File: src/assert_macros.svh
// Assertion macros shared by the luma motion detector RTL.
`ifndef ASSERT_MACROS_SVH
`define ASSERT_MACROS_SVH

// Clocked assertion that is switched off while reset is held.
`define LMD_ASSERT(lbl, clk, rst_n, prop, msg) \
    lbl: assert property (@(posedge clk) disable iff (!rst_n) prop) \
        else $error(msg);

// Clocked assertion that is checked in every cycle.
`define LMD_ASSERT_ALWAYS(lbl, clk, prop, msg) \
    lbl: assert property (@(posedge clk) prop) \
        else $error(msg);

`endif

File: src/lmd_ram.sv
// Generic single-port-write, single-port-read RAM with registered read data.
`default_nettype none

module lmd_ram #(
    parameter int WIDTH = 8,
    parameter int DEPTH = 16,
    parameter int AW    = (DEPTH > 1) ? $clog2(DEPTH) : 1
) (
    input  wire logic             i_clk,
    input  wire logic             i_we,
    input  wire logic [AW-1:0]    i_waddr,
    input  wire logic [WIDTH-1:0] i_wdata,
    input  wire logic             i_re,
    input  wire logic [AW-1:0]    i_raddr,
    output logic      [WIDTH-1:0] o_rdata
);

    logic [WIDTH-1:0] r_mem [DEPTH];
    logic [WIDTH-1:0] r_rdata;

    // Write port and registered read port; read data holds between reads.
    always_ff @(posedge i_clk) begin
        if (i_we) begin
            r_mem[i_waddr] <= i_wdata;
        end
        if (i_re) begin
            r_rdata <= r_mem[i_raddr];
        end
    end

    assign o_rdata = r_rdata;

endmodule

`default_nettype wire

File: config.mk
export PLATFORM = sky130hd
export DESIGN_NAME = lmd_ram
export DESIGN_NICKNAME = d
export VERILOG_FILES = /design/src/assert_macros.svh /design/src/lmd_ram.sv
export SDC_FILE = /design/constraint.sdc
export NUM_CORES = 1
export LEC_CHECK = 0
export BUFFER_PORTS_ARGS = -buffer_cell sky130_fd_sc_hd__buf_4
export CORE_ASPECT_RATIO = 1.2
export CORE_MARGIN = 1.5
export CORE_UTILIZATION = 50
export DETAILED_ROUTE_END_ITERATION = 8
export PLACE_DENSITY_LB_ADDON = 0.1
export SETUP_SLACK_MARGIN = 0.15
export SYNTH_ARGS = -nofsm -noshare
export SYNTH_HDL_FRONTEND = slang
export SYNTH_SLANG_ARGS = --single-unit
File: constraint.sdc
create_clock -name i_clk -period 2.34 [get_ports i_clk]
set_input_delay 0.468 -clock i_clk [delete_from_list [all_inputs] [get_ports i_clk]]
set_output_delay 0.468 -clock i_clk [all_outputs]
set_load 0.1 [all_outputs]
Word-level counts from Yosys, hierarchy flattened
Memory sizes are Yosys's and may differ from the RTL's. A register that Yosys moved wholly into a read port is not among the register bits.
Index checks and enable logic that the tools add are counted.
{"block": "totals", "inputBits": 19, "mem_count": 1, "mem_bits_rw": 128, "elab_cells": 3, "ff_bits": 0, "out_inout_bits": 8}
{"block": "op_classes", "muxes": 2}
{"name": "r_mem", "depth": 16, "word_bits": 8, "rd": 1, "rd_ports_with_merged_regs": 1, "wr": 1, "line_no": "lmd_ram.sv:18", "source": "logic [WIDTH-1:0] r_mem [DEPTH];"}
{"operator": "$mux W1", "count": 2}

Depth between registers and ports, before layout
Gate-level depths: netlist of the first run.
{"block": "logic_depth", "word_depth": 2, "ltp_mapped": 5}

Least setup slack after synthesis of the first run
Ideal clock, no wire load.
{"block": "synth_path", "kind": "input port to flip-flop", "start": "input i_waddr[2]", "end": "memory r_mem[0][0] (enable)", "slack_ns": 0.379, "t_arrival_ns": 1.578, "stages": 2, "setup_time_ns": 0.383, "cell_sequence": "or3b_2 -> nor3_1"}
{"element": "from (decl)", "line_no": "lmd_ram.sv:11", "source": "input wire logic [AW-1:0] i_waddr,"}
{"element": "to (decl)", "line_no": "lmd_ram.sv:18"}
No word-level cell before the write port.

==> results.sh, run 1 <==
export IMPL_fp_row_count=40
export IMPL_critPathRequiredTime_ns=2.49
export IMPL_pre_cts_ws_ns=0.344
export IMPL_worst_slack_ns=0.771
export IMPL_worstPathMaxFanout=16
export IMPL_htree_levels=4
export IMPL_antenna_found_initial=0
export IMPL_tightest_slew_ns=0.588
export IMPL_synth_seq_area_share_pct=78.1
export IMPL_fp_dieH_um=115
export IMPL_antenna_cells=0
export IMPL_synth_seq_cells=136
export IMPL_die_area_mm2=0.0111
export IMPL_syn_cell_area_mm2=0.00523
export IMPL_synth_enable_flop_cells=136
export IMPL_critPathKind="in -> reg"
export IMPL_gp_congestion=0.754
export IMPL_fin_cells=422
export IMPL_clk_insertion_delay_late_ns=0.41
export IMPL_power_density_mw_per_mm2=942
export IMPL_dr_pass1_iters=4
export IMPL_nets=302
export IMPL_io_buffers=26
export IMPL_arrival_ns=1.72
export IMPL_dp_cells=390
export IMPL_tns_ns=0
export IMPL_tritoncts="done"
export IMPL_syn_avg_cell_area_um2=22.8
export IMPL_grt_pass1_wl_um=15400
export IMPL_slew_headroom_pct=60.6
export IMPL_status="finished, final reports clean"
export IMPL_post_cts_setup_buffer_count=0
export IMPL_drv_cap=0
export IMPL_maxSlewViolCount=0
export IMPL_synth_flop_cell="edfxtp_1"
export IMPL_start_util_pct=51.7
export IMPL_max_vdd_ir_drop_mv=0.528
export IMPL_clk_pin_slew_ns=0.06
export IMPL_die_w_um=96.3
export IMPL_vias_per_cell=5.80
export IMPL_clock_sinks=136
export IMPL_synth_warnings=0
export IMPL_hp_start="i_re"
export IMPL_ctsRootBufferMaster="clkbuf_16"
export IMPL_fin_skew_ns=0.00748
export IMPL_final_antenna_net_count=0
export IMPL_io_pins=27
export IMPL_synth_distinct_cells=18
export IMPL_min_period_ns=1.57
export IMPL_routed_wl_um=9880
export IMPL_syn_num_nets=248
export IMPL_drc=0
export IMPL_post_cts_resize_count=0
export IMPL_leakagePower_nw=2.15
export IMPL_finalSetupViolCount=0
export IMPL_fmax_mhz=637
export IMPL_start_kind="input pin"
export IMPL_grt_setup_unrepaired="false"
export IMPL_grt_pass1_vias=2601
export IMPL_core_area_mm2=0.0101
export IMPL_cts_hold_buffers=0
export IMPL_period_share_pct=67.1
export IMPL_via_count=2449
export IMPL_hold_violations=0
export IMPL_numCtsBuffers=17
export IMPL_r2r_start="r_mem[5][1]"
export IMPL_grt_overflow=0
export IMPL_synth_async_reset_ratio_pct=0
export IMPL_layout_drive_gt1_share_pct=31.1
export IMPL_end_kind="flop"
export IMPL_grt_max_degree=33
export IMPL_total_power_mw=5.93
export IMPL_clockBufferDepth=2
export IMPL_dp_hpwl_um=6260
export IMPL_dr_first_iter_drc_count=168
export IMPL_min_path_type="in -> reg"
export IMPL_grt_usage_pct=20.7
export IMPL_area_growth_pct=20.4
export IMPL_wl_per_cell_um=23.4
export IMPL_synth_cells=229
export IMPL_crit_path_start="i_raddr[0]"
worst max-delay path: stages:
cell	delay, ns
buf_4	0.12
buf_12	0.17
mux4_1	0.57
a22oi_1	0.29
nand2_1	0.10
cells in the mapped netlist, types with 2 or more instances:
master / count / area (µm²)
a22oi_1: 16 / 120
buf_2: 3 / 15.0
buf_6: 3 / 33.8
clkdlybuf4s25_2: 3 / 30.0
edfxtp_1: 136 / 4080
mux4_1: 14 / 368
mux4_2: 18 / 405
nand2_1: 9 / 33.8
nand2b_1: 2 / 12.5
nand3b_1: 2 / 15.0
nor2_1: 13 / 48.8
nor3_1: 4 / 20.0
registers in the layout, summed over array words and instances (netlist names):
| register | count |
|---|---|
| r_mem | 128 |
| o_rdata | 8 |
metrics by stage:
stage,instance area (µm²),utilization (%),hold slack [ns]
2_1_floorplan,5230,-,0.567
3_3_place_gp,5660,56.0,0.733
3_5_place_dp,5660,56.0,0.735
4_1_cts,6300,62.3,0.340
5_1_grt,6300,62.3,0.336
6_report,6300,62.3,0.353
report_power, final:
part	switching (mW)	leakage [nW]	internal, mW
clock network	0.942	0.306	1.88
registers	0.0139	1.24	2.75
logic	0.227	0.605	0.124
worst paths after layout:
kind | endpoint | slack [ns] | cells after the start
worst max register to register | o_rdata[1] | 0.82 | 3
worst min-delay path | o_rdata[1] | 0.35 | 1
worst max-delay path | o_rdata[0] | 0.77 | 5
worst min register to register | o_rdata[1] | 0.75 | 3
cell type report:
cell class,instances,area [µm²]
fillers,731,3810
flip-flops and latches,136,4080
well taps,126,158
clock inverters,14,205
repair buffers,45,363
multi-input cells,83,1060
clock buffers,18,429
logic make-up after synthesis:
kind of cell | after synthesis | share of synthesized area (%)
AO/OA/AOI/OAI | 16 | 2.30
buffers and inverters | 10 | 1.65
AND/OR/NAND/NOR | 35 | 3.14
multiplexers | 32 | 14.8
flip-flops | 136 | 78.1
cells in the final DEF (no fill, tap or decap):
master / Yosys / layout
clkbuf_16: 0 / 17
nand3b_1: 2 / 2
nor2_1: 13 / 13
or3b_2: 1 / 1
edfxtp_1: 136 / 136
clkinv_2: 0 / 2
mux4_1: 14 / 14
clkinv_1: 0 / 3
nand3_1: 1 / 1
buf_4: 1 / 43
clkbuf_1: 0 / 1
nor2b_1: 1 / 1
clkinvlp_4: 0 / 1
clkinv_4: 0 / 3
and2b_1: 1 / 1
nand2b_1: 2 / 2
buf_12: 0 / 2
a22oi_1: 16 / 16
nand2_1: 9 / 9
nor3_1: 4 / 4
and2_1: 1 / 1
bufinv_16: 0 / 5
mux4_2: 18 / 18
metal layers:
layer | GRT usage, % | vias to the layer above | routed length [µm]
li1 | - | 1089 | -
met1 | 27.3 | 1290 | 4290
met2 | 33.3 | 63 | 5200
met3 | 4.96 | 7 | 293
met4 | 8.41 | 0 | 102
met5 | 0 | - | 0
(Power assumes the default switching activity.)
==> run 2, diff against run 1 <==
clock period = 1.6 ns   (was 2.34 ns; I/O delays follow)
==> results.sh, run 2 (synthesis results as in run 1) <==
export IMPL_antenna_found_initial=0
export IMPL_drc=0
export IMPL_critPathMaxStageDelay_ns=0.48
export IMPL_max_vdd_ir_drop_mv=0.821
export IMPL_grt_pass1_vias=2567
export IMPL_grt_setup_unrepaired="true"
export IMPL_grt_pass1_wl_um=15100
export IMPL_rrSetupSlack_ns=0.09
export IMPL_grt_usage_pct=20.6
export IMPL_clock_sinks=136
export IMPL_fp_dieH_um=115
export IMPL_slew_headroom_pct=38.2
export IMPL_dr_first_iter_drc_count=180
export IMPL_nets=309
export IMPL_arrival_ns=1.66
export IMPL_reg2reg_to="o_rdata[3]"
export IMPL_die_area_mm2=0.0111
export IMPL_whs_path_depth=1
export IMPL_hp_start="i_re"
export IMPL_hold_violations=0
export IMPL_fin_util_pct=62.3
export IMPL_io_buffers=26
export IMPL_crit_chain="mux4_2, a22oi_1, nand2_1"
export IMPL_critPathTopFamily="multiplexers"
export IMPL_via_count=2493
export IMPL_mostFrequentLayoutCells="edfxtp_1, buf_4, mux4_2"
export IMPL_grt_overflow=0
export IMPL_r2r_start="r_mem[2][3]"
export IMPL_vias_per_cell=5.81
export IMPL_crit_slowest_cell="mux4_2"
export IMPL_hold_end="o_rdata[7]"
export IMPL_dpl_cell_area_mm2=0.00575
export IMPL_die_w_um=96.3
export IMPL_start_kind="flop"
export IMPL_clockBufferDepth=2
export IMPL_total_power_mw=8.06
export IMPL_drv_cap=0
export IMPL_maxSlewViolCount=0
export IMPL_area_growth_pct=20.6
export IMPL_mostFrequentLayoutCell="edfxtp_1"
export IMPL_leakagePower_nw=2.09
export IMPL_tns_ns=0
export IMPL_period_share_pct=94.5
export IMPL_io_pins=27
export IMPL_post_cts_setup_buffer_count=0
export IMPL_crit_buf_inv=0
export IMPL_holdWs_ns=0.215
export IMPL_numCtsBuffers=17
export IMPL_fin_skew_ns=0.00900
export IMPL_ctsRootBufferMaster="clkbuf_16"
export IMPL_worstPathMaxFanout=1
export IMPL_top_register="r_mem"
export IMPL_final_antenna_net_count=0
export IMPL_critPathRequiredTime_ns=1.75
export IMPL_reg2reg_depth=3
export IMPL_finalSetupViolCount=0
export IMPL_core_area_mm2=0.0101
export IMPL_min_path_type="in -> reg"
export IMPL_tritoncts="done"
export IMPL_end_kind="flop"
export IMPL_critPathKind="reg -> reg"
export IMPL_wl_per_cell_um=23.3
export IMPL_clk_insertion_delay_late_ns=0.41
export IMPL_min_period_ns=1.51
export IMPL_tightest_slew_ns=0.924
export IMPL_largest_reg_flops=128
export IMPL_routed_wl_um=9990
export IMPL_dp_hpwl_um=6580
export IMPL_status="finished, final reports clean"
export IMPL_start_util_pct=51.7
export IMPL_fp_row_count=40
export IMPL_antenna_cells=0
export IMPL_gp_congestion=0.741
export IMPL_power_density_mw_per_mm2=1280
export IMPL_final_area_mm2=0.00630
export IMPL_clk_pin_slew_ns=0.06
export IMPL_fmax_mhz=661
export IMPL_htree_levels=4
export IMPL_dr_pass1_iters=4
export IMPL_layout_drive_gt1_share_pct=40.3
export IMPL_grt_max_degree=17
-- run 2: cell count changes in the layout (fill, tap and decap cells not counted), sizes merged --
| cell | previous run | this run |
|---|---|---|
| buf | 45 | 52 |
| clkinv | 8 | 7 |
| bufinv | 5 | 1 |
| clkinvlp | 1 | 6 |
-- run 2: final cells by class --
class / instances / area, µm²
Clock buffer: 18 / 429
Sequential cell: 136 / 4080
Tap cell: 126 / 158
Timing Repair Buffer: 52 / 453
Fill cell: 735 / 3810
Clock inverter: 14 / 110
Multi-Input combinational cell: 83 / 1070
-- run 2: where the power goes --
group          internal (mW)  switching, mW  total, mW
Combinational          0.203          0.346      0.549
Sequential              4.02         0.0214       4.04
Clock                   2.11           1.37       3.48
Total                   6.32           1.74       8.06
-- run 2: per-stage QoR --
step | setup WS, ns | instances
6_report | 0.0874 | 429
5_1_grt | 0.0935 | 429
4_1_cts | 0.117 | 429
3_5_place_dp | -0.249 | 397
3_3_place_gp | -0.258 | 397
2_1_floorplan | 0.0610 | 229
-- run 2: per-layer routing --
| layer | global-route usage (%) | part of all wire (%) | vias up |
|---|---|---|---|
| li1 | - | - | 1092 |
| met1 | 27.7 | 44 | 1312 |
| met2 | 32.7 | 50 | 75 |
| met3 | 4.96 | 4.0 | 14 |
| met4 | 8.21 | 1.5 | 0 |
| met5 | 0 | 0 | - |
-- run 2: what timing repair did --
item,in CTS,in global routing
setup endpoints to repair,5,6
pin swaps,2,2
resized for setup,5,2
hold buffers,0,0
hold endpoints to repair,0,0
-- run 2: how the worst max path moves through the flow --
stage | start | slack (ns) | end | depth (start not counted)
6_report | r_mem[2][3] | 0.09 | o_rdata[3] | 3
5_1_grt | r_mem[3][7] | 0.09 | o_rdata[7] | 3
4_1_cts | r_mem[3][7] | 0.12 | o_rdata[7] | 3
3_5_place_dp | i_raddr[0] | -0.25 | o_rdata[0] | 5
3_3_place_gp | i_raddr[0] | -0.26 | o_rdata[0] | 5
2_1_floorplan | i_raddr[0] | 0.06 | o_rdata[2] | 5
==> run 3, diff against run 2 <==
SETUP_SLACK_MARGIN = unset   (was 0.15)
==> results.sh, run 3 (synthesis results as in run 1) <==
export IMPL_status="finished, final reports clean"
export IMPL_numCtsBuffers=17
export IMPL_top_register="r_mem"
export IMPL_slew_headroom_pct=46.1
export IMPL_wl_per_cell_um=23.6
export IMPL_io_pins=27
export IMPL_crit_chain="mux4_1, a22oi_1, nand2_1"
export IMPL_period_share_pct=93.4
export IMPL_via_count=2557
export IMPL_tritoncts="done"
export IMPL_routed_wl_um=10200
export IMPL_nets=313
export IMPL_ctsRootBufferMaster="clkbuf_16"
export IMPL_critPathKind="reg -> reg"
export IMPL_power_density_mw_per_mm2=1320
export IMPL_max_vdd_ir_drop_mv=0.789
export IMPL_dp_hpwl_um=6650
export IMPL_leakagePower_nw=2.18
export IMPL_grt_pass1_wl_um=15400
export IMPL_grt_max_degree=17
export IMPL_tns_ns=0
export IMPL_layout_drive_gt1_share_pct=33.7
export IMPL_grt_pass1_vias=2572
export IMPL_gp_congestion=0.728
export IMPL_fp_row_count=40
export IMPL_grt_usage_pct=20.8
export IMPL_n_fill_cell=729
export IMPL_grt_setup_unrepaired="false"
export IMPL_min_path_type="in -> reg"
export IMPL_crit_slowest_cell="mux4_1"
export IMPL_fin_cells=432
export IMPL_clock_sinks=136
export IMPL_holdWs_ns=0.211
export IMPL_dp_cells=401
export IMPL_antenna_cells=0
export IMPL_final_antenna_net_count=0
export IMPL_min_period_ns=1.49
export IMPL_worstPathMaxFanout=1
export IMPL_final_area_mm2=0.00632
export IMPL_fin_skew_ns=0.00833
export IMPL_start_util_pct=51.7
export IMPL_area_growth_pct=20.9
export IMPL_arrival_ns=1.65
export IMPL_drv_cap=0
export IMPL_dr_pass1_iters=5
export IMPL_dpl_cell_area_mm2=0.00575
export IMPL_total_power_mw=8.33
export IMPL_die_area_mm2=0.0111
export IMPL_clk_insertion_delay_late_ns=0.41
export IMPL_post_cts_resize_count=0
export IMPL_die_w_um=96.3
export IMPL_critPathMaxStageDelay_ns=0.52
export IMPL_critPathRequiredTime_ns=1.76
export IMPL_clockBufferDepth=2
export IMPL_tightest_slew_ns=0.807
export IMPL_maxSlewViolCount=0
export IMPL_cts_hold_buffers=0
export IMPL_antenna_found_initial=0
export IMPL_end_kind="flop"
export IMPL_htree_levels=4
export IMPL_fmax_mhz=669
export IMPL_mostFrequentLayoutCell="edfxtp_1"
export IMPL_mostFrequentLayoutCells="edfxtp_1, buf_4, mux4_2"
export IMPL_hold_violations=0
export IMPL_vias_per_cell=5.92
export IMPL_post_cts_setup_buffer_count=0
export IMPL_start_kind="flop"
export IMPL_largest_reg_flops=128
export IMPL_io_buffers=26
export IMPL_dr_first_iter_drc_count=219
export IMPL_core_area_mm2=0.0101
export IMPL_fp_dieH_um=115
export IMPL_finalSetupViolCount=0
export IMPL_grt_overflow=0
export IMPL_clk_pin_slew_ns=0.05
export IMPL_drc=0
==> run 3: cell count changes in the layout (fill, tap and decap cells not counted), moves of 5 or more <==
cell,before,now
mux4_1,2,14
mux4_2,30,18
buf_4,47,54
clkinvlp_4,6,0
a22oi_1,11,16
a22oi_2,5,0
==> run 3: routing by layer <==
| metal | track usage [%] | vias up | part of all wire (%) |
|---|---|---|---|
| met5 | 0 | - | 0 |
| met4 | 8.89 | 0 | 1.3 |
| met2 | 32.3 | 75 | 50 |
| met1 | 28.8 | 1357 | 45 |
| met3 | 4.76 | 13 | 3.5 |
| li1 | - | 1112 | - |
==> run 3: through the flow <==
stage | util (%) | worst slack, ns
2_1_floorplan | - | 0.00404
3_3_place_gp | 56.9 | -0.245
3_5_place_dp | 56.9 | -0.256
4_1_cts | 62.5 | 0.0663
5_1_grt | 62.5 | 0.00806
6_report | 62.5 | 0.106
==> run 3: area by class of cell <==
type / count / area (µm²) / area share [%]
multi-input combinational: 83 / 1060 / 16.8
sequential: 136 / 4080 / 64.6
clock buffer: 21 / 440 / 6.97
clock inverter: 10 / 129 / 2.04
timing repair buffer: 56 / 445 / 7.05
tap: 126 / 158 / 2.50
==> run 3: worst max-delay path, delay by kind of cell (launching register included) <==
family	cells	cell delay (ns)
multiplexers	1	0.52
flip-flops	1	0.36
AO/OA/AOI/OAI	1	0.28
AND/OR/NAND/NOR	1	0.08
==> run 3: power breakdown <==
| part | total, mW | internal, mW | switching [mW] |
|---|---|---|---|
| Sequential | 4.04 | 4.02 | 0.0224 |
| Combinational | 0.533 | 0.195 | 0.337 |
| Clock | 3.76 | 2.42 | 1.33 |
==> run 3: path summary, 6_finish.rpt <==
path         slack (ns)     endpoint        start  depth (start not counted)
max                0.11   o_rdata[1]  r_mem[9][1]                          3
min                0.21  r_mem[4][6]   i_wdata[6]                          1
max reg2reg        0.11   o_rdata[1]  r_mem[9][1]                          3
min reg2reg        0.75   o_rdata[4]  r_mem[8][4]                          3
