**config.mk**
```make
export PLATFORM = sky130hd
export DESIGN_NAME = lmd_div
export DESIGN_NICKNAME = d
export VERILOG_FILES = /design/src/lmd_pkg.sv /design/src/lmd_div.sv
export VERILOG_INCLUDE_DIRS = /design/src /design/src/src
export SDC_FILE = /design/constraint.sdc
export NUM_CORES = 1
export LEC_CHECK = 0
export BUFFER_PORTS_ARGS = -buffer_cell sky130_fd_sc_hd__buf_2
export CAP_MARGIN = 20
export CELL_PAD_IN_SITES_DETAIL_PLACEMENT = 1
export CELL_PAD_IN_SITES_GLOBAL_PLACEMENT = 1
export CORE_MARGIN = 2
export CORE_UTILIZATION = 47
export DETAILED_ROUTE_END_ITERATION = 6
export PLACE_DENSITY_LB_ADDON = 0.1
export SYNTH_ARGS = -nofsm -noshare
export SYNTH_HDL_FRONTEND = slang
export SYNTH_SLANG_ARGS = --single-unit
export TNS_END_PERCENT = 50
```
**constraint.sdc**
```tcl
create_clock -name i_clk -period 6.1 [get_ports i_clk]
set_input_delay 0.61 -clock i_clk [delete_from_list [all_inputs] [get_ports i_clk]]
set_output_delay 0.61 -clock i_clk [all_outputs]
set_load 0.03 [all_outputs]
```
**src/assert_macros.svh**
```systemverilog
// Assertion macros shared by the luma motion detector RTL.
`ifndef ASSERT_MACROS_SVH
`define ASSERT_MACROS_SVH

// Clocked assertion that is switched off while reset is held.
`define LMD_ASSERT(lbl, clk, rst_n, prop, msg) \
    lbl: assert property (@(posedge clk) disable iff (!rst_n) prop) \
        else $error(msg);

// Clocked assertion that is checked in every cycle.
`define LMD_ASSERT_ALWAYS(lbl, clk, prop, msg) \
    lbl: assert property (@(posedge clk) prop) \
        else $error(msg);

`endif

```
**src/lmd_pkg.sv**
```systemverilog
// Types and constants shared by the luma motion detector modules.
`default_nettype none

package lmd_pkg;

    // Default sizes of the tile grid and of the frame.
    localparam int MAX_TILE_COLS_DEF = 128;
    localparam int MAX_TILE_ROWS_DEF = 128;
    localparam int MAX_DIM_DEF       = 4096;

    // Widths fixed by the register and stream formats.
    localparam int DIM_CFG_W  = 13;
    localparam int GRID_CFG_W = 8;
    localparam int LUMA_W     = 8;
    localparam int OUT_IDX_W  = 7;
    localparam int ACC_W      = 32;
    localparam int DIV_W      = 32;
    localparam int DIV_CNT_W  = 6;

    // Register values after reset.
    localparam logic [DIM_CFG_W-1:0]  FRAME_WIDTH_RST  = 13'd1920;
    localparam logic [DIM_CFG_W-1:0]  FRAME_HEIGHT_RST = 13'd1080;
    localparam logic [GRID_CFG_W-1:0] BLOCK_COLS_RST   = 8'd12;
    localparam logic [GRID_CFG_W-1:0] BLOCK_ROWS_RST   = 8'd8;

    // Configuration register indexes.
    typedef enum logic [1:0] {
        REG_FRAME_WIDTH  = 2'd0,
        REG_FRAME_HEIGHT = 2'd1,
        REG_BLOCK_COLS   = 2'd2,
        REG_BLOCK_ROWS   = 2'd3
    } t_reg_idx;

    // Request to the shared divider.
    typedef struct packed {
        logic                 start;
        logic [DIV_CNT_W-1:0] nbits;
    } t_div_ctl;

    // Sequencer states.
    typedef enum logic [4:0] {
        ST_IDLE,
        ST_GEOM_X,
        ST_GEOM_XW,
        ST_GEOM_Y,
        ST_GEOM_YW,
        ST_SPAN,
        ST_CHECK,
        ST_COL,
        ST_COLW,
        ST_ROW,
        ST_ROWW,
        ST_ACC_RD,
        ST_ACC_WR,
        ST_AVG,
        ST_AVGW,
        ST_REF_RD,
        ST_EMIT
    } t_state;

endpackage

`default_nettype wire

```
**src/lmd_div.sv**
```systemverilog
// Shared radix-2 restoring divider, one quotient bit per cycle.
`default_nettype none

`include "assert_macros.svh"

module lmd_div (
    input  wire logic              i_clk,
    input  wire logic              i_rst_n,
    input  wire lmd_pkg::t_div_ctl i_ctl,
    input  wire logic [lmd_pkg::DIV_W-1:0] i_dividend,
    input  wire logic [lmd_pkg::DIV_W-1:0] i_divisor,
    output logic                   o_done,
    output logic [lmd_pkg::DIV_W-1:0] o_quot,
    output logic [lmd_pkg::DIV_W-1:0] o_rem
);

    import lmd_pkg::*;

    logic                 r_busy;
    logic                 r_done;
    logic [DIV_CNT_W-1:0] r_cnt;
    logic [DIV_W-1:0]     r_dvd;
    logic [DIV_W-1:0]     r_dvs;
    logic [DIV_W-1:0]     r_quot;
    logic [DIV_W-1:0]     r_rem;
    logic [DIV_W:0]       trial;
    logic                 qbit;
    logic [DIV_CNT_W-1:0] pre_shift;

    // Align the dividend so that only the requested number of bits is iterated.
    assign pre_shift = DIV_CNT_W'(DIV_W) - i_ctl.nbits;

    // Trial subtraction of one step.
    assign trial = {r_rem, r_dvd[DIV_W-1]};
    assign qbit  = (trial >= {1'b0, r_dvs});

    // Iteration control.
    always_ff @(posedge i_clk) begin
        if (!i_rst_n) begin
            r_busy <= 1'b0;
            r_done <= 1'b0;
            r_cnt  <= '0;
        end else begin
            r_done <= 1'b0;
            if (i_ctl.start) begin
                r_busy <= 1'b1;
                r_cnt  <= i_ctl.nbits;
            end else if (r_busy) begin
                r_cnt <= r_cnt - DIV_CNT_W'(1);
                if (r_cnt == DIV_CNT_W'(1)) begin
                    r_busy <= 1'b0;
                    r_done <= 1'b1;
                end
            end
        end
    end

    // Quotient and partial remainder.
    always_ff @(posedge i_clk) begin
        if (i_ctl.start) begin
            r_dvd  <= i_dividend << pre_shift;
            r_dvs  <= i_divisor;
            r_quot <= '0;
            r_rem  <= '0;
        end else if (r_busy) begin
            r_dvd  <= {r_dvd[DIV_W-2:0], 1'b0};
            r_quot <= {r_quot[DIV_W-2:0], qbit};
            r_rem  <= qbit ? DIV_W'(trial - {1'b0, r_dvs}) : trial[DIV_W-1:0];
        end
    end

    assign o_done = r_done;
    assign o_quot = r_quot;
    assign o_rem  = r_rem;

    `LMD_ASSERT(a_no_restart, i_clk, i_rst_n, r_busy |-> !i_ctl.start, "divider restarted while busy")
    `LMD_ASSERT(a_done_ends_run, i_clk, i_rst_n, $fell(r_busy) |-> r_done, "divider stopped without done")
    `LMD_ASSERT(a_start_runs, i_clk, i_rst_n, (i_ctl.start && i_ctl.nbits != '0) |=> r_busy, "divider did not run after start")

endmodule

`default_nettype wire

```
# After elaboration in Yosys (flattened, before gate mapping)
# Cells that the tools add are included.
word_totals:
  reg_bits: 136
  rom_bits: 0
  mem_bits_rw: 0
  inputBits: 73
  mem_count: 0
  out_inout_bits: 65
  latchBits: 0
op_classes:
  n_bitwise: 2
  add_sub_neg: 3
  n_reduce_logical: 2
  eq_ne: 1
  multipliers: 0
  magnitude_cmp: 1
  mux: 9
  n_div: 0
  shift: 1
op_table:
  columns: ["operator", "count"]
  rows:
  - ["32-bit 2-to-1 mux", 3]
  - ["33-bit by 32-bit >= comparator with 1-bit output", 1]
  - ["32-bit by 6-bit left shift with 32-bit output", 1]
  - ["32-bit subtractor", 1]
  - ["6-bit 2-to-1 mux", 2]
  - ["6-bit by 1-bit == test with 1-bit output, second input constant", 1]
  - ["6-bit by 1-bit subtractor with 6-bit output, second input constant", 1]
  - ["6-bit subtractor, first input constant", 1]
  - ["1-bit 2-to-1 mux", 4]
  - ["3-bit OR reduction", 1]
  - ["1-bit inverter", 2]
  - ["2-bit nonzero test", 1]

# Depth between registers and ports, before layout
# Gate-level depths: netlist (run 1).
depth:
  depth_word: 4
  mapped_depth: 14
  depth_no_buf: 11

# Worst setup path after synthesis (run 1)
# Ideal clock, no wire load.
synth_path:
  path_type: "input to register"
  start: "in i_ctl[0] (netlist name)"
  end: "reg r_dvd[15], data pin"
  path_slack_ps: 2762
  arrival_time_ps: 3081
  path_stages: 10
  setup_ps: 257
  t_required_ps: 5843
  cell_sequence: "clkbuf_1 -> buf_1 -> inv_1 -> ha_1 -> clkbuf_1 -> clkbuf_1 -> mux4_2 -> mux2i_1 -> nand2_1 -> a32o_1"
synth_between:
  elab_chain_len: 3
synth_lines:
  columns: ["element", "line", "source"]
  rows:
  - ["start, declared", "lmd_div.sv:9", "input wire lmd_pkg::t_div_ctl i_ctl,"]
  - ["6-bit subtractor", "lmd_div.sv:31", "assign pre_shift = DIV_CNT_W'(DIV_W) - i_ctl.nbits;"]
  - ["32-bit by 6-bit left shift with 32-bit output", "lmd_div.sv:61", "r_dvd <= i_dividend << pre_shift;"]
  - ["32-bit 2-to-1 mux", "lmd_div.sv:60", "if (i_ctl.start) begin"]
  - ["end signal, assigned", "lmd_div.sv:61", null]
  - ["end signal, assigned", "lmd_div.sv:66", "r_dvd <= {r_dvd[DIV_W-2:0], 1'b0};"]
  - ["end, declared", "lmd_div.sv:22", "logic [DIV_W-1:0] r_dvd;"]
# No other way between the ends.
# A chain may end at the register's enable or synchronous reset.

# Worst setup path after layout (run 1)
layout_path:
  start: "in i_ctl[0] (netlist name)"
  end: "reg r_dvd[30], data pin"
# The elaborated chain is that of the path after synthesis.

==> metrics.log, run 1 <==
INFO  metric setup_violations = 0
INFO  metric final-max-slew-violation-count = 0
INFO  metric critical_path_required = 6.37 ns
INFO  metric max-clock-path-buffers = 2
INFO  metric netlist.top_cell.by_area = sky130_fd_sc_hd__edfxtp_1
INFO  metric post-route-min-period = around 3.6 ns
INFO  metric power.density = 281 mW/mm²
INFO  metric drt_first_pass_iters = 5
INFO  metric antenna_found_initial = 0
INFO  metric grt_setup_unrepaired = false
INFO  metric post-synth-top-area-fraction = between 20% and 30%
INFO  metric post_synthesis_average_cell_area = around 8.9 µm²
INFO  metric rows = a little under 50
INFO  metric synthesis.area = around 0.0086 mm²
INFO  metric floorplan.core_area = approximately 0.018 mm²
INFO  metric timing.critical_path.fanout_max = 40
INFO  metric postCtsSetupRepairBufs = 0
INFO  metric cts_resized = 0
INFO  metric ys.warnings.count = 0
INFO  metric cts.hold.buffers_added = 0
INFO  metric crit_path_start_kind = input port
INFO  metric drt_iter0_markers = approximately 320
INFO  metric final_hold_viol_count = 0
INFO  metric ys_ff_latch = roughly 140
INFO  metric wire_length_of_the_first_global_routing_pass = 41.0 mm
INFO  metric antenna_diode_count = 0
INFO  metric hpwl = 18.3 mm
INFO  metric max-vdd-ir-drop = 0.215 mV
INFO  metric clock_latency = 0.43 ns
INFO  metric post_drt_via_cell_ratio = 5.86
INFO  metric cts_buffers = 17
INFO  metric total_number_of_h_tree_levels = 4
INFO  metric grt_max_degree = 73
INFO  metric grt_util_all_layers = 26.0%
INFO  metric grt_remaining_overflow = 0
INFO  metric dp_worst_setup_slack = 2.15 ns
INFO  metric post_synth_main_area_contributors = sky130_fd_sc_hd__edfxtp_1 22%, sky130_fd_sc_hd__dfxtp_1 17%, sky130_fd_sc_hd__mux2i_1 8.2%
INFO  metric routed_length_per_instance = about 19 µm
INFO  metric area_used_by_sequential_logic_in_the_layout = 0.00337 mm²
INFO  metric sequential_share_of_the_synthesized_area = just under 40%
INFO  metric min-delay-path-class = input port to flip-flop
INFO  metric fp.dieW = around 140 µm
INFO  metric layout-area-overhead-vs-synth = 16.8%
INFO  metric grt_pass1_vias = between 7000 and 8000
INFO  metric route.antenna.remaining_nets = 0
INFO  metric fillers = 2143
INFO  metric floorplan.initialDensity = 48.0%
INFO  metric via_count = 7722
INFO  metric worst_pin_slew = 0.936 ns
INFO  metric synth.distinct_cells = 71
INFO  metric post_synth_inst_count = 966
INFO  metric finalSetupTns = 0 ns
INFO  metric design.portCount = 138
INFO  metric net_count_synth = between 1000 and 1500
INFO  metric maximum_clock_frequency = between 200 and 300 MHz
INFO  metric drive_gt1_share = 19.9%
INFO  metric worst_setup_path_end_kind = flip-flop
INFO  metric total_power = between 0.002 and 0.003 W
INFO  metric buffer_ports.inserted = 137
INFO  metric synth_enable_flop_cells = 64
INFO  metric die-area = 0.0195 mm²
INFO  metric p_leak = about 4.4 nW
INFO  metric cts.root.buffer_cell = sky130_fd_sc_hd__clkbuf_16
INFO  metric place.gp.congestion = ~0.87
INFO  metric arrival = 3.82 ns
INFO  metric layout.nets = 1185
INFO  metric route.final.wire_length = 25.0 mm
INFO  metric synthFlopType = sky130_fd_sc_hd__dfxtp_1
INFO  metric residual_drc = 0
INFO  metric final.period_utilization = between 50% and 60%
INFO  metric timing.max_cap.violations = 0
INFO  metric tritoncts = yes
INFO  metric die_h = 140 µm
INFO  metric synth_async_sr_flop_share = 0%
INFO  metric crit_type = input port to flip-flop
INFO  metric multiInputGateArea = 0.00488 mm²
INFO  metric slew_headroom = 37.3%
INFO  metric worst_slack_setup_final = 2.55 ns
INFO  metric worst_setup_hold_path_clk_slew = around 0.06 ns
INFO  metric run_status = finished, final reports clean
INFO  metric clock-sinks = 136
INFO  metric fin_worst_skew = about 0.0078 ns
## stage by stage
stage / utilization [%] / area (µm²) / instances / hold slack [ns]
global route: 56.0 / 10100 / 1318 / 0.338
detailed placement: 52.7 / 9500 / 1285 / 0.492
CTS: 55.9 / 10100 / 1317 / 0.336
floorplan: - / 8640 / 966 / 0.502
global placement: 52.7 / 9500 / 1285 / 0.473
finish: 56.0 / 10100 / 1318 / 0.351
## power by group
part           leakage, nW  total [W]  switching [W]  internal [W]
Sequential            1.24    0.00108      0.0000490       0.00103
Clock                0.291    0.00101       0.000452      0.000562
Combinational         2.85   0.000738       0.000463      0.000274
Total                 4.38    0.00283       0.000964       0.00187
## cell families (layout without fill, tap and decap cells)
| logic type | after synthesis | in the layout | synth area share (%) |
|---|---|---|---|
| simple gates | 323 | 323 | 16.5 |
| xor+xnor | 27 | 27 | 2.74 |
| buf+inv | 108 | 231 | 4.91 |
| compound gates | 250 | 250 | 20.3 |
| flops | 136 | 136 | 38.9 |
| mux | 86 | 86 | 11.3 |
| fa+ha+maj | 36 | 36 | 5.30 |
## final cells by class
class	count	area share [%]
multi-input cells	722	48.4
inverters	50	1.86
flip-flops and latches	136	33.4
clock buffers	18	4.46
well taps	229	2.84
clock inverters	14	1.30
repair buffers	149	7.78
## sequential cells by signal (all words and copies together), names as in the netlist
name,flops
r_busy,1
o_rem,32
o_quot,32
r_cnt,6
r_dvs,32
r_dvd,32
o_done,1
## worst paths after layout
kind                            cells after the start         end    startpoint  slack [ns]
worst max-delay path                               12   r_dvd[30]      i_ctl[0]        2.55
worst min register to register                      2  o_quot[31]    o_quot[31]        0.50
worst min-delay path                                1    r_dvs[9]  i_divisor[9]        0.35
worst max register to register                     10   o_rem[14]      o_rem[9]        2.61
## worst max-delay path, stage by stage
cell,delay [ns]
sky130_fd_sc_hd__buf_2,0.09
sky130_fd_sc_hd__buf_4,0.45
sky130_fd_sc_hd__inv_1,0.18
sky130_fd_sc_hd__ha_1,0.92
sky130_fd_sc_hd__inv_2,0.38
sky130_fd_sc_hd__mux2i_1,0.28
sky130_fd_sc_hd__nand2_1,0.07
sky130_fd_sc_hd__o21ai_0,0.13
sky130_fd_sc_hd__nor2_1,0.07
sky130_fd_sc_hd__a311oi_1,0.35
sky130_fd_sc_hd__a21oi_1,0.11
sky130_fd_sc_hd__o2bb2ai_1,0.16
## routing by layer
layer / vias up / wire length, µm / share of wire [%] / track usage [%]
met1: 3744 / 10900 / 43 / 31.5
li1: 3759 / - / - / -
met3: 52 / 822 / 3.3 / 4.71
met2: 167 / 12600 / 50 / 45.6
met4: 0 / 714 / 2.9 / 10.6
met5: - / 0 / 0 / 0
## layout by cell type (no fill, tap or decap), types with 27 or more instances in the layout
master                     count
sky130_fd_sc_hd__a21oi_1      55
sky130_fd_sc_hd__a311oi_1     27
sky130_fd_sc_hd__buf_2       136
sky130_fd_sc_hd__dfxtp_1      71
sky130_fd_sc_hd__edfxtp_1     64
sky130_fd_sc_hd__ha_1         35
sky130_fd_sc_hd__inv_1        48
sky130_fd_sc_hd__mux2i_1      71
sky130_fd_sc_hd__nand2_1     119
sky130_fd_sc_hd__nor2_1      110
sky130_fd_sc_hd__o21ai_0      41
## cell usage after synthesis (all sizes together), types with 5 or more instances
cell type / number
nand2: 119
nor2: 111
dfxtp: 72
mux2i: 71
edfxtp: 64
a21oi: 57
inv: 49
o21ai: 44
clkbuf: 38
ha: 35
a311oi: 28
a211oi: 25
buf: 20
nand3: 17
nor3: 16
xnor2: 15
o2bb2ai: 14
a21o: 13
xor2: 12
nor2b: 10
mux4: 9
or3: 9
o21a: 8
a22o: 7
a31oi: 7
and2: 7
nand2b: 7
mux2: 6
nand4: 5
o211ai: 5
o221ai: 5
Note: power is estimated with default switching activity, not from simulation.
==> run 2, diff against run 1 <==
- CORE_UTILIZATION: 47 -> 44
- clock period: 6.1 -> 3.5 ns (I/O delays scaled with it)
==> run 2 against run 1 <==
  * Die area rose by 6.6%
  * Largest cell class unchanged
  * Critical endpoint is now o_rem[27]
  * Sequential cell count did not move
  * Cell area grew 1.5%
  * Global-route usage decreased by 0.98 points
  * Clock skew grew 0.0021 ns
==> metrics.log, run 2 (synthesis gave the netlist of run 1 again) <==
INFO  metric run_status = finished, final reports clean
INFO  metric fp.dieW = 144 µm (+3.3%)
INFO  metric post_drt_via_cell_ratio = 5.70 (-2.7%)
INFO  metric worst_setup_hold_path_clk_slew = 0.07 ns (about the same)
INFO  metric worst_slack_setup_final = 0.403 ns (-2.15 ns)
INFO  metric fin_util = 52.8% (-3.2 points)
INFO  metric finalSetupTns = 0 ns (unchanged)
INFO  metric worst_pin_slew = 0.867 ns (-0.0694 ns)
INFO  metric die-area = 0.0208 mm² (+6.6%)
INFO  metric hold-worst-slack = 0.0875 ns (-0.263 ns)
INFO  metric place.gp.congestion = 0.878 (+0.60%)
INFO  metric final-max-slew-violation-count = 0 (unchanged)
INFO  metric worstSetupStartpoint = r_dvs[17]
INFO  metric layout-area-overhead-vs-synth = 18.5%
INFO  metric cell_type_group_with_the_largest_total_delay_on_the_critical_path = simple AND/OR/NAND/NOR gates
INFO  metric fin_worst_skew = 0.00996 ns (+0.00211 ns)
INFO  metric crit_path_buf_inv_count = 1 (-3)
INFO  metric crit_path_start_kind = flip-flop
INFO  metric antenna_found_initial = 0 (unchanged)
INFO  metric buffer_ports.inserted = 137 (unchanged)
INFO  metric worstRegToRegCells = 10 (unchanged)
INFO  metric route.final.wire_length = 25.7 mm (+2.5%)
INFO  metric via_count = 7790 (+0.88%)
INFO  metric dp_worst_setup_slack = 0.457 ns (-1.69 ns)
INFO  metric hold_path.startpoint = i_divisor[13]
INFO  metric postCtsSetupRepairBufs = 0 (unchanged)
INFO  metric setup_violations = 0 (unchanged)
INFO  metric hold_depth = 1 (unchanged)
INFO  metric most_used_cells_in_the_layout_excluding_fill_and_tap_cells = 136 x sky130_fd_sc_hd__buf_2, 119 x sky130_fd_sc_hd__nand2_1, 110 x sky130_fd_sc_hd__nor2_1
INFO  metric p_leak = 4.44 nW (+1.5%)
INFO  metric crit_type = flip-flop to flip-flop
INFO  metric arrival = 3.44 ns (-0.38 ns)
INFO  metric min-delay-path-class = input port to flip-flop
INFO  metric max-clock-path-buffers = 2 (unchanged)
INFO  metric timing.max_cap.violations = 0 (unchanged)
INFO  metric max_stage_delay = 0.54 ns (-0.38 ns)
INFO  metric design.portCount = 138 (unchanged)
INFO  metric post-route-min-period = between 3 and 4 ns
INFO  metric floorplan.core_area = 0.0194 mm² (+7.6%)
INFO  metric antenna_diode_count = 0 (unchanged)
INFO  metric floorplan.initialDensity = 44.6% (-3.4 points)
INFO  metric total_number_of_h_tree_levels = 4 (unchanged)
INFO  metric worstReg2RegEnd = o_rem[27]
INFO  metric clock_latency = 0.43 ns (about the same)
INFO  metric rows = 51 (+4.1%)
INFO  metric final_cell_count_no_fill = 1366 (+3.6%)
INFO  metric die_h = 144 µm (+3.3%)
INFO  metric cts.root.buffer_cell = sky130_fd_sc_hd__clkbuf_16
INFO  metric tritoncts = yes
INFO  metric r2r_start = r_dvs[17]
INFO  metric grt_max_degree = 64 (-12%)
INFO  metric cts.hold.buffers_added = 0 (unchanged)
INFO  metric fillers = 2335 (+9.0%)
INFO  metric reg2reg_slack = 0.40 ns (-2.21 ns)
INFO  metric routed_length_per_instance = 18.8 µm (-1.1%)
INFO  metric layout.nets = 1197 (+1.0%)
INFO  metric hpwl = 19.0 mm (+3.5%)
INFO  metric grt_remaining_overflow = 0 (unchanged)
INFO  metric max-vdd-ir-drop = 0.337 mV (+56%)
INFO  metric grt_setup_unrepaired = false
INFO  metric wire_length_of_the_first_global_routing_pass = 40.8 mm (-0.37%)
INFO  metric drt_iter0_markers = 360 (+13%)
INFO  metric grt_util_all_layers = 25.0% (-0.98 points)
INFO  metric clock-sinks = 136 (unchanged)
INFO  metric timing.critical_path.fanout_max = 8 (-80%)
INFO  metric maximum_clock_frequency = 323 MHz
INFO  metric critical_path_required = 3.84 ns (-2.53 ns)
INFO  metric critical_path.slowest_cell = sky130_fd_sc_hd__or4_1
INFO  metric final_hold_viol_count = 0 (unchanged)
INFO  metric drive_gt1_share = 20.7% (+0.78 points)
INFO  metric mostFrequentLayoutCell = sky130_fd_sc_hd__buf_2
INFO  metric power.density = 493 mW/mm² (+76%)
INFO  metric hold-path-endpoint = r_dvs[13]
INFO  metric grt_pass1_vias = 7811 (-1.9%)
INFO  metric drt_first_pass_iters = 4 (-1)
INFO  metric worst_setup_path_end_kind = flip-flop
INFO  metric number_of_cells_in_the_design_after_placement = 1334 (+3.8%)
INFO  metric critical_path.cell_chain = inv_1 > ha_1 > nand3_1 > nor4_1 > a32oi_1 > a22o_1 > o21ai_1 > nor2_2 > or4_1 > a311oi_1
INFO  metric cts_resized = 0 (unchanged)
INFO  metric residual_drc = 0 (unchanged)
INFO  metric cts_buffers = 17 (unchanged)
INFO  metric route.antenna.remaining_nets = 0 (unchanged)
INFO  metric final.period_utilization = 88.5%
INFO  metric slew_headroom = 42.2% (+4.9 points)
[run 2: cell types whose count changed in the layout (fill, tap and decap cells not counted)]
cell,delta
sky130_fd_sc_hd__inv_8,+1
sky130_fd_sc_hd__inv_6,+5
sky130_fd_sc_hd__clkinv_2,-1
sky130_fd_sc_hd__buf_4,+13
sky130_fd_sc_hd__inv_4,-2
sky130_fd_sc_hd__clkinv_4,-4
sky130_fd_sc_hd__buf_8,-1
sky130_fd_sc_hd__xnor2_1,+1
sky130_fd_sc_hd__clkbuf_16,+1
sky130_fd_sc_hd__xnor2_2,-1
[run 2: through the flow]
stage | total power, W | cell area [µm²]
finish | 0.00505 | 10200
global route | 0.00529 | 10200
CTS | 0.00508 | 10200
detailed placement | 0.00321 | 9630
global placement | 0.00320 | 9630
floorplan | 0.00281 | 8640
[run 2: power by group]
group          switching (W)  internal [W]
Sequential         0.0000821       0.00180
Clock               0.000816       0.00104
Combinational       0.000824      0.000492
Total                0.00172       0.00333
[run 2: cell type report]
class,instances,area [µm²],area share [%]
Timing Repair Buffer,161,868,8.48
Clock buffer,19,475,4.64
Tap cell,265,332,3.24
Clock inverter,13,134,1.31
Sequential cell,136,3370,32.9
Multi-Input combinational cell,722,4880,47.6
Inverter,50,188,1.83
[run 2: metal layers]
layer,share of wire (%),GRT usage [%],vias to the layer above
li1,-,-,3787
met1,43,30.4,3831
met2,51,45.0,136
met3,3.2,3.41,36
met4,2.3,9.20,0
met5,0,0,-
[run 2: worst max path at each step]
stage / endpoint / slack (ns) / depth (start not counted)
2_1_floorplan: r_dvd[15] / 0.42 / 10
3_3_place_gp: o_rem[20] / 0.47 / 10
3_5_place_dp: o_rem[14] / 0.46 / 10
4_1_cts: o_rem[27] / 0.43 / 9
5_1_grt: o_rem[20] / 0.14 / 10
6_report: o_rem[27] / 0.40 / 10
[run 2: worst register-to-register path, stage by stage, from the launching register on]
cell and delay, ns:
sky130_fd_sc_hd__edfxtp_1 0.36, sky130_fd_sc_hd__inv_1 0.06, sky130_fd_sc_hd__ha_1 0.42, sky130_fd_sc_hd__nand3_1 0.18, sky130_fd_sc_hd__nor4_1 0.34, sky130_fd_sc_hd__a32oi_1 0.16, sky130_fd_sc_hd__a22o_1 0.26, sky130_fd_sc_hd__o21ai_1 0.35
sky130_fd_sc_hd__nor2_2 0.09, sky130_fd_sc_hd__or4_1 0.54, sky130_fd_sc_hd__a311oi_1 0.26
==> run 3, diff against run 2 <==
- CELL_PAD_IN_SITES_DETAIL_PLACEMENT: 1 -> 0
- CELL_PAD_IN_SITES_GLOBAL_PLACEMENT: 1 -> 2
- CORE_UTILIZATION: 44 -> 35
==> run 3 against run 2 <==
  * Critical path depth stayed put
  * Clock power up 3%
  * Routed wire length shrank 3.8%
  * Cell area is 1.1% higher
  * Sequential power about the same
  * Utilization fell by 10 points
  * Critical path type unchanged
==> metrics.log, run 3 (synthesis gave the netlist of run 1 again) <==
INFO  metric total_power = 0.00507 W (+0.38%)
INFO  metric wire_length_of_the_first_global_routing_pass = 40.3 mm (-1.3%)
INFO  metric r2r_start = o_rem[24]
INFO  metric route.final.wire_length = 24.7 mm (-3.8%)
INFO  metric drive_gt1_share = 20.8% (+0.072 points)
INFO  metric reg2reg_slack = 0.35 ns (-0.05 ns)
INFO  metric slew_headroom = 39.3% (-2.9 points)
INFO  metric critical_path_required = 3.82 ns (-0.02 ns)
INFO  metric timing.max_cap.violations = 0 (unchanged)
INFO  metric run_status = finished, final reports clean
INFO  metric residual_drc = 0 (unchanged)
INFO  metric postCtsSetupRepairBufs = 0 (unchanged)
INFO  metric place.gp.congestion = 0.794 (-9.5%)
INFO  metric total_number_of_h_tree_levels = 4 (unchanged)
INFO  metric placedInstanceArea = 0.00971 mm² (+0.84%)
INFO  metric crit_path_start_kind = flip-flop
INFO  metric grt_max_degree = 70 (+9.4%)
INFO  metric min-delay-path-class = input port to flip-flop
INFO  metric worstSetupStartpoint = o_rem[24]
INFO  metric cts.root.buffer_cell = sky130_fd_sc_hd__clkbuf_16
INFO  metric drt_first_pass_iters = 6 (+2)
INFO  metric design.portCount = 138 (unchanged)
INFO  metric clock-sinks = 136 (unchanged)
INFO  metric grt_remaining_overflow = 0 (unchanged)
INFO  metric crit_type = flip-flop to flip-flop
INFO  metric die_h = 161 µm (+12%)
INFO  metric most_used_cells_in_the_layout_excluding_fill_and_tap_cells = 136 x sky130_fd_sc_hd__buf_2, 119 x sky130_fd_sc_hd__nand2_1, 110 x sky130_fd_sc_hd__nor2_1
INFO  metric layout.nets = 1198 (+0.084%)
INFO  metric post-route-min-period = 3.15 ns (+0.0489 ns)
INFO  metric hpwl = 18.4 mm (-3.2%)
INFO  metric arrival = 3.47 ns (+0.03 ns)
INFO  metric fin_worst_skew = 0.0178 ns (+0.00788 ns)
INFO  metric worst_setup_hold_path_clk_slew = 0.07 ns (about the same)
INFO  metric antenna_found_initial = 1 (+1)
INFO  metric final.period_utilization = 89.9% (+1.4 points)
INFO  metric worst_setup_path_end_kind = flip-flop
INFO  metric mostFrequentLayoutCell = sky130_fd_sc_hd__buf_2
INFO  metric grt_pass1_vias = 7456 (-4.5%)
INFO  metric final-max-slew-violation-count = 0 (unchanged)
INFO  metric setup_violations = 0 (unchanged)
INFO  metric cts_buffers = 17 (unchanged)
INFO  metric max-clock-path-buffers = 2 (unchanged)
INFO  metric worst_pin_slew = 0.911 ns (+0.0442 ns)
INFO  metric rows = 57 (+12%)
INFO  metric finalSetupTns = 0 ns (unchanged)
INFO  metric max-vdd-ir-drop = 0.234 mV (-31%)
INFO  metric cts.hold.buffers_added = 0 (unchanged)
INFO  metric clock_latency = 0.43 ns (about the same)
INFO  metric routed_length_per_instance = 17.3 µm (-7.9%)
INFO  metric buffer_ports.inserted = 137 (unchanged)
INFO  metric stdcell_area = 0.0103 mm² (+1.1%)
INFO  metric floorplan.core_area = 0.0242 mm² (+25%)
INFO  metric drt_iter0_markers = 584 (+62%)
INFO  metric layout-area-overhead-vs-synth = 19.7%
INFO  metric grt_util_all_layers = 19.5% (-5.5 points)
INFO  metric die-area = 0.0260 mm² (+25%)
INFO  metric hold-worst-slack = 0.0907 ns (+0.00324 ns)
INFO  metric grt_setup_unrepaired = false
INFO  metric via_count = 7511 (-3.6%)
INFO  metric worstReg2RegEnd = o_rem[27]
INFO  metric power.density = 490 mW/mm² (-0.66%)
INFO  metric post_drt_via_cell_ratio = 5.26 (-7.7%)
INFO  metric worstRegToRegCells = 10 (unchanged)
INFO  metric route.antenna.remaining_nets = 0 (unchanged)
INFO  metric worstSetupEndpoint = o_rem[27]
INFO  metric fp.dieW = 161 µm (+12%)
INFO  metric fin_util = 42.7% (-10 points)
INFO  metric maximum_clock_frequency = 318 MHz (-1.6%)
INFO  metric final_hold_viol_count = 0 (unchanged)
INFO  metric p_leak = 4.46 nW (+0.36%)
INFO  metric floorplan.initialDensity = 35.6% (-8.9 points)
INFO  metric cts_resized = 0 (unchanged)
INFO  metric timing.critical_path.fanout_max = 8 (unchanged)
INFO  metric tritoncts = yes
==> run 3: through the flow <==
| stage | setup WS, ns | std cells |
|---|---|---|
| after floorplan | 0.422 | 966 |
| after global placement | 0.351 | 1394 |
| after detailed placement | 0.346 | 1394 |
| after CTS | 0.313 | 1426 |
| after global routing | 0.135 | 1426 |
| final | 0.354 | 1427 |
==> run 3: layer usage <==
metal | GRT usage [%] | wire length (µm) | up-vias
met1 | 25.1 | 11100 | 3536
met3 | 3.90 | 960 | 17
met2 | 33.4 | 12400 | 160
met5 | 0 | 0 | -
met4 | 4.99 | 284 | 0
li1 | - | - | 3798
==> run 3: how the worst min path moves through the flow <==
stage	from	to	slack, ns	depth (start not counted)
floorplan	i_divisor[0]	r_dvs[0]	0.45	0
global placement	o_quot[31]	o_quot[31]	0.47	2
detailed placement	o_quot[31]	o_quot[31]	0.47	2
CTS	i_divisor[18]	r_dvs[18]	0.07	1
global route	i_divisor[13]	r_dvs[13]	0.06	1
finish	i_divisor[18]	r_dvs[18]	0.09	1
==> run 3: final cells by class <==
type,instances,area [µm²]
timing repair buffer,162,876
clock buffer,20,500
sequential,136,3370
tap,324,405
antenna,1,2.50
multi-input combinational,722,4880
clock inverter,12,133
inverter,50,188
fill,2534,13900
==> run 3: worst max-delay path: stages (launching register included) <==
cell	delay [ns]
sky130_fd_sc_hd__dfxtp_1	0.37
sky130_fd_sc_hd__ha_1	0.45
sky130_fd_sc_hd__nand3_1	0.21
sky130_fd_sc_hd__nor4_1	0.32
sky130_fd_sc_hd__a32oi_1	0.22
sky130_fd_sc_hd__a22o_1	0.32
sky130_fd_sc_hd__o21ai_1	0.10
sky130_fd_sc_hd__buf_4	0.18
sky130_fd_sc_hd__nor2_2	0.05
sky130_fd_sc_hd__or4_1	0.53
sky130_fd_sc_hd__a311oi_1	0.28
==> run 3: power by group <==
part | total [W] | switching [W] | internal (W)
Sequential | 0.00188 | 0.0000780 | 0.00180
Clock | 0.00191 | 0.000826 | 0.00108
Combinational | 0.00128 | 0.000793 | 0.000491
